[config.mk]
export PLATFORM = sky130hd
export DESIGN_NAME = bber_cell
export DESIGN_NICKNAME = d
export VERILOG_FILES = /design/src/design/bber_pkg.sv /design/src/design/bber_cell.sv
export SDC_FILE = /design/constraint.sdc
export NUM_CORES = 1
export LEC_CHECK = 0
export BUFFER_PORTS_ARGS = -buffer_cell sky130_fd_sc_hd__buf_2
export CORE_MARGIN = 2
export CORE_UTILIZATION = 30
export DETAILED_ROUTE_END_ITERATION = 10
export PLACE_DENSITY_LB_ADDON = 0.3
export SLEW_MARGIN = 0
export SYNTH_ARGS = -nofsm -noshare
export SYNTH_HDL_FRONTEND = slang
export SYNTH_SLANG_ARGS = --single-unit
export TNS_END_PERCENT = 30
[constraint.sdc]
create_clock -name clk -period 4.3 [get_ports clk]
set_input_delay 0.86 -clock clk [delete_from_list [all_inputs] [get_ports clk]]
set_output_delay 0.86 -clock clk [all_outputs]
set_load 0.05 [all_outputs]
[src/design/bber_pkg.sv]
// Shared constants and types for the bad block extent remapper.
// Used by the extent cell and by the top level; depends on nothing else.
package bber_pkg;

  localparam int MAX_EXTENTS = 32;
  localparam int MAX_BLOCKS  = 4096;

  // Widths of the item fields.
  localparam int KIND_W = 2;
  localparam int LB_W   = 12;
  localparam int PB_W   = 12;

  // Block numbers, counters and extent lengths.
  localparam int BLK_W = $clog2(MAX_BLOCKS);
  localparam int CTR_W = $clog2(MAX_BLOCKS + 1);
  localparam int CNT_W = $clog2(MAX_EXTENTS + 1);
  localparam int IDX_W = (MAX_EXTENTS > 1) ? $clog2(MAX_EXTENTS) : 1;
  localparam int CMP_W = ((CTR_W > LB_W) ? CTR_W : LB_W) + 1;

  typedef enum logic [KIND_W-1:0] {
    KIND_CLEAR  = 2'd0,
    KIND_STATUS = 2'd1,
    KIND_XLATE  = 2'd2,
    KIND_UNUSED = 2'd3
  } kind_t;

  // Table update broadcast to every cell during a scan.
  typedef struct packed {
    logic             open;
    logic             grow;
    logic [IDX_W-1:0] idx;
    logic [BLK_W-1:0] pbase;
    logic [BLK_W-1:0] lbase;
  } wr_t;

  // Translate request walking down the chain of cells.
  typedef struct packed {
    logic            valid;
    logic            done;
    logic            hit;
    logic [LB_W-1:0] lb;
    logic [PB_W-1:0] phys;
  } tok_t;

endpackage

[src/design/bber_cell.sv]
// One extent of the skip table together with one stage of the search chain.
// Depends on bber_pkg for the update and search token types.
module bber_cell (
  input  logic                      clk,
  input  logic                      rst_n,
  input  logic [bber_pkg::IDX_W-1:0] my_idx,
  input  logic                      active,
  input  bber_pkg::wr_t             wr,
  input  bber_pkg::tok_t            tok_in,
  output bber_pkg::tok_t            tok_out
);

  logic [bber_pkg::BLK_W-1:0] pbase_r;
  logic [bber_pkg::BLK_W-1:0] lbase_r;
  logic [bber_pkg::CTR_W-1:0] len_r;
  bber_pkg::tok_t             tok_r;
  bber_pkg::tok_t             tok_nxt;

  logic [bber_pkg::CMP_W-1:0] lb_ext;
  logic [bber_pkg::CMP_W-1:0] lbase_ext;
  logic [bber_pkg::CMP_W-1:0] end_ext;
  logic [bber_pkg::CMP_W-1:0] phys_ext;

  always_ff @(posedge clk) begin
    if (wr.open && (wr.idx == my_idx)) begin
      pbase_r <= wr.pbase;
      lbase_r <= wr.lbase;
      len_r   <= bber_pkg::CTR_W'(1);
    end else if (wr.grow && (wr.idx == my_idx)) begin
      len_r <= len_r + 1'b1;
    end
  end

  assign lb_ext    = bber_pkg::CMP_W'(tok_in.lb);
  assign lbase_ext = bber_pkg::CMP_W'(lbase_r);
  assign end_ext   = lbase_ext + bber_pkg::CMP_W'(len_r);
  assign phys_ext  = bber_pkg::CMP_W'(pbase_r) + lb_ext - lbase_ext;

  // The first live extent whose end lies above the request settles it;
  // reaching a cell past the recorded extents settles it as not found.
  always_comb begin
    tok_nxt = tok_in;
    if (tok_in.valid && !tok_in.done) begin
      if (!active) begin
        tok_nxt.done = 1'b1;
      end else if (lb_ext < end_ext) begin
        tok_nxt.done = 1'b1;
        if (lb_ext >= lbase_ext) begin
          tok_nxt.hit  = 1'b1;
          tok_nxt.phys = phys_ext[bber_pkg::PB_W-1:0];
        end
      end
    end
  end

  always_ff @(posedge clk) begin
    if (!rst_n) begin
      tok_r.valid <= 1'b0;
    end else begin
      tok_r.valid <= tok_nxt.valid;
    end
    tok_r.done <= tok_nxt.done;
    tok_r.hit  <= tok_nxt.hit;
    tok_r.lb   <= tok_nxt.lb;
    tok_r.phys <= tok_nxt.phys;
  end

  assign tok_out = tok_r;

endmodule

==> metrics list <==
* Instance area at placement: 0.00473 mm2
* Main flop type after synthesis: sky130_fd_sc_hd__dfxtp_1
- GRT Util Overall: 12.8%
- Crit end category: flop
* Final critical-path required period: 4040 ps
- Synth Net Count: 520
* Setup fix buffers added after clock tree synthesis: 0
- The synthesized netlist devotes 21.0% of its cell area to adder and majority cells.
- The first global-routing pass estimated 14300 um of wire.
* Max-Cap Viols: 0
- Number of cell instances on the worst register-to-register path: 17
- Summed over all cells, the static leakage comes to 2.44 nW.
- The final layout contains 624 nets.
- STA classifies the critical path startpoint as a flop.
- Share of the cycle needed by the critical path after routing: 94.0%
- Max Clock Skew: 6.26 ps
- The startpoint identified for the worst register-to-register timing path is lbase_r[1].
- The detail route stage leaves a number of antenna-violating nets equal to 0.
* Clock tree root buffer cell: sky130_fd_sc_hd__clkbuf_16
* Synth cell types: 48
- After routing, the total negative slack on setup checks comes to 0 ps.
- The detailed router placed 3018 vias in this run.
- The synthesized netlist occupies a cell area of 0.00401 mm2.
- Buffers & Inverters on Critical Path: 1
- Among cell families on the critical path, the largest total delay comes from compound AO/OA/AOI/OAI gates.
- Worst setup slack after layout: 256 ps
- The number of clock buffers added by TritonCTS is 9.
* Synth Warn #: 0
* CTS Hold Bufs: 0
- Setup violations remaining at the end of the flow were counted as 0.
- In this run the worst path has a maximum fanout of 13.
- Core Region: 0.0131 mm2
- Multiplexer area fraction after synthesis: 4.59%
* I/O pin cnt: 93
- Pwr dens: 352 mW/mm2
- CP Cell Sequence: ha_1 -> a211oi_1 -> o21bai_1 -> or4_4 -> a221o_1 -> a21o_1 -> a21oi_1 -> xor2_1 -> ha_1 -> nand2_1 -> nor2_1 -> and2_0 -> a311oi_1 -> a221oi_2 -> a21oi_2 -> buf_12 -> mux2_2
* Fraction of layout instances using a drive strength above 1: 26.0%
- Delay of the slowest cell on the worst path: 440 ps
- The die is 120 um tall.
- Data arrival, critical path: 4260 ps
- Wire length per cell after detailed routing: 12.6 um
- Standard-cell rows: 42
- Total gr overflow: 0
- The worst hold path belongs to the class reg2reg.
- Simple-gate share of the synthesized area: 9.93%
- The clock net in this run drives a total of 64 sinks.
* 1st-pass router iterations: 4
- The die covers 0.0143 mm2.
- Achievable Freq: 247 MHz
- Pre-CTS worst setup slack: 214 ps
- Gate count of the mapped netlist: 394
- Most frequent cells in the layout: sky130_fd_sc_hd__buf_2 (92), sky130_fd_sc_hd__inv_1 (64), sky130_fd_sc_hd__ha_1 (47)
* Fin area: 0.00503 mm2
* DRC violation count after routing: 0
- Counting flops with an async set or reset pin after synthesis yields a share of 0%.
- The design draws 1.77 mW.
- For the worst setup path, the data required time is 4510 ps.
- Port buffer count: 92
- Counting flops with a built-in enable in the synthesized netlist gives 24.
- Detailed-route wire length: 8580 um
- Pin count of the biggest net entering global routing: 38
- Total count of max-transition violations in the final report: 0
* Post-Synth XOR/XNOR Area: 7.21%
- Worst hold endpoint: len_r[10]
- After synthesis the netlist holds a flip-flop and latch count of 64.
- Number of vias per cell after detailed routing: 4.44
- TritonCTS built the clock tree.
- After synthesis, the mean cell area works out to 10.2 um2.
* Half-perimeter wire length after detailed placement: 6990 um
- The worst hold path was traced through 2 stages.
- The congestion estimate from routability-driven global placement came to 0.823.
- Initial core utilization: 30.5%
* Worst reg2reg endpoint: tok_out[0]
- After clock tree synthesis, the clock-pin slew on the worst setup and hold paths is 50 ps.
- Horizontal die dimension: 120 um
- CTS built an H-tree with a depth of 3.
- The number of global-route vias before repair is 3142.
* Number of hold violations in the final report: 0
- Worst-margin pin slew: 647 ps
- CP max-delay cell: sky130_fd_sc_hd__or4_4
- Worst IR drop on VDD: 166 uV
- In this run, the number of DRC markers left after iteration 0 of detailed routing was 100.
- Final antenna diode count: 0
- The startpoint identified for the worst hold timing path is len_r[10].
* Sequential-to-total area share from yosys stat: 38.0%
- By area, the combinational part of the netlist is dominated by adder cells.
* Critical path type: reg2reg
* Slew HR: 55.7%
* Relative area change from synthesis to final layout: 25.4%
* Number of antenna violations at the first check in global routing: 0
- The run finished with clean final reports.
* Number of fillers in the final layout: 1344
- Max clock buf depth: 2
- Slack of the worst reg-to-reg path: 260 ps
- Most common cell after layout, fill and taps aside: sky130_fd_sc_hd__buf_2
- The cell that appears most often on the critical path is sky130_fd_sc_hd__ha_1.
- Setup repair after global routing left no endpoint under its margin.
- Clk_lat worst skew: 330 ps
- Synth Area in Compound Gates: 12.9%
* Post-Route Utilization: 38.3%
state kept, by name, indices dropped and copies added, names as in the netlist:
signal   count
pbase_r     12
tok_out     27
lbase_r     12
len_r       13
worst max path at each step:
stage,startpoint,to,slack [ps],cells after the start
6_report,lbase_r[1],tok_out[0],260,17
5_1_grt,lbase_r[1],tok_out[2],3,17
4_1_cts,lbase_r[2],tok_out[0],200,17
3_5_place_dp,lbase_r[2],tok_out[0],210,17
3_3_place_gp,lbase_r[0],tok_out[0],330,17
2_1_floorplan,lbase_r[1],tok_out[10],380,17
final cells by class:
class / instances / area (um2) / area share [%]
multi-input cells: 263 / 2250 / 44.8
flip-flops and latches: 64 / 1520 / 30.3
repair buffers: 96 / 503 / 10.0
clock buffers: 12 / 246 / 4.90
inverters: 64 / 240 / 4.78
well taps: 176 / 220 / 4.38
clock inverters: 4 / 45.0 / 0.896
worst reg2reg max path: stages, from the launching register on:
cell and delay [ps]:
sky130_fd_sc_hd__edfxtp_1 390, sky130_fd_sc_hd__ha_1 330, sky130_fd_sc_hd__a211oi_1 210, sky130_fd_sc_hd__o21bai_1 120, sky130_fd_sc_hd__or4_4 440, sky130_fd_sc_hd__a221o_1 350, sky130_fd_sc_hd__a21o_1 190, sky130_fd_sc_hd__a21oi_1 170
sky130_fd_sc_hd__xor2_1 160, sky130_fd_sc_hd__ha_1 260, sky130_fd_sc_hd__nand2_1 100, sky130_fd_sc_hd__nor2_1 60, sky130_fd_sc_hd__and2_0 150, sky130_fd_sc_hd__a311oi_1 260, sky130_fd_sc_hd__a221oi_2 80, sky130_fd_sc_hd__a21oi_2 160
sky130_fd_sc_hd__buf_12 170, sky130_fd_sc_hd__mux2_2 340
logic make-up after synthesis:
family                     Yosys count
buffers and inverters               67
muxes                               14
adders and majority gates           60
and+or+nand+nor                     78
AOI/OAI and AO/OA                   78
xor gates and xnor gates            33
DFF                                 64
repair_timing:
item,CTS,global route
endpoints found under the hold margin,0,0
endpoints found under the setup margin,0,11
resized for setup,0,3
per-stage QoR:
step	hold WS, ps	std cells
5_1_grt	527	679
3_5_place_dp	486	663
6_report	494	679
3_3_place_gp	479	663
4_1_cts	492	679
2_1_floorplan	462	394
cell usage after synthesis (2+ instances only):
library cell	instances	area [um2]
sky130_fd_sc_hd__inv_1	64	240
sky130_fd_sc_hd__ha_1	48	601
sky130_fd_sc_hd__dfxtp_1	40	801
sky130_fd_sc_hd__a21oi_1	26	130
sky130_fd_sc_hd__edfxtp_1	24	721
sky130_fd_sc_hd__nand2_1	21	78.8
sky130_fd_sc_hd__xor2_1	19	166
sky130_fd_sc_hd__nor2_1	18	67.6
sky130_fd_sc_hd__xnor2_1	14	123
sky130_fd_sc_hd__fa_1	12	240
sky130_fd_sc_hd__a21o_1	11	82.6
sky130_fd_sc_hd__o21ai_0	11	55.1
sky130_fd_sc_hd__mux2_4	8	120
sky130_fd_sc_hd__and3_1	6	37.5
sky130_fd_sc_hd__or3_1	6	37.5
sky130_fd_sc_hd__nand3_1	5	25.0
sky130_fd_sc_hd__o21a_1	5	37.5
sky130_fd_sc_hd__nand4_1	4	25.0
sky130_fd_sc_hd__nor3_1	4	20.0
sky130_fd_sc_hd__o211ai_1	4	30.0
sky130_fd_sc_hd__a211oi_1	3	22.5
sky130_fd_sc_hd__mux2_2	3	33.8
sky130_fd_sc_hd__mux2i_1	3	30.0
sky130_fd_sc_hd__nand2b_1	3	18.8
sky130_fd_sc_hd__nor2b_1	3	18.8
sky130_fd_sc_hd__o21bai_1	3	22.5
sky130_fd_sc_hd__a311oi_1	2	17.5
sky130_fd_sc_hd__clkbuf_1	2	7.51
sky130_fd_sc_hd__nor4bb_1	2	20.0
sky130_fd_sc_hd__o21ai_1	2	10.0
where the power goes:
part           total (mW)  internal, mW  switching (mW)
Clock               0.713         0.461           0.252
Combinational       0.378         0.165           0.214
Sequential          0.680         0.661          0.0195
per-layer routing:
| layer | vias up | global-route usage [%] | wire, um |
|---|---|---|---|
| li1 | 1570 | - | - |
| met1 | 1363 | 15.3 | 3860 |
| met2 | 72 | 21.1 | 4040 |
| met3 | 13 | 4.33 | 506 |
| met4 | 0 | 5.37 | 167 |
| met5 | - | 0 | 0 |
Note: power is estimated with default switching activity, not from simulation.
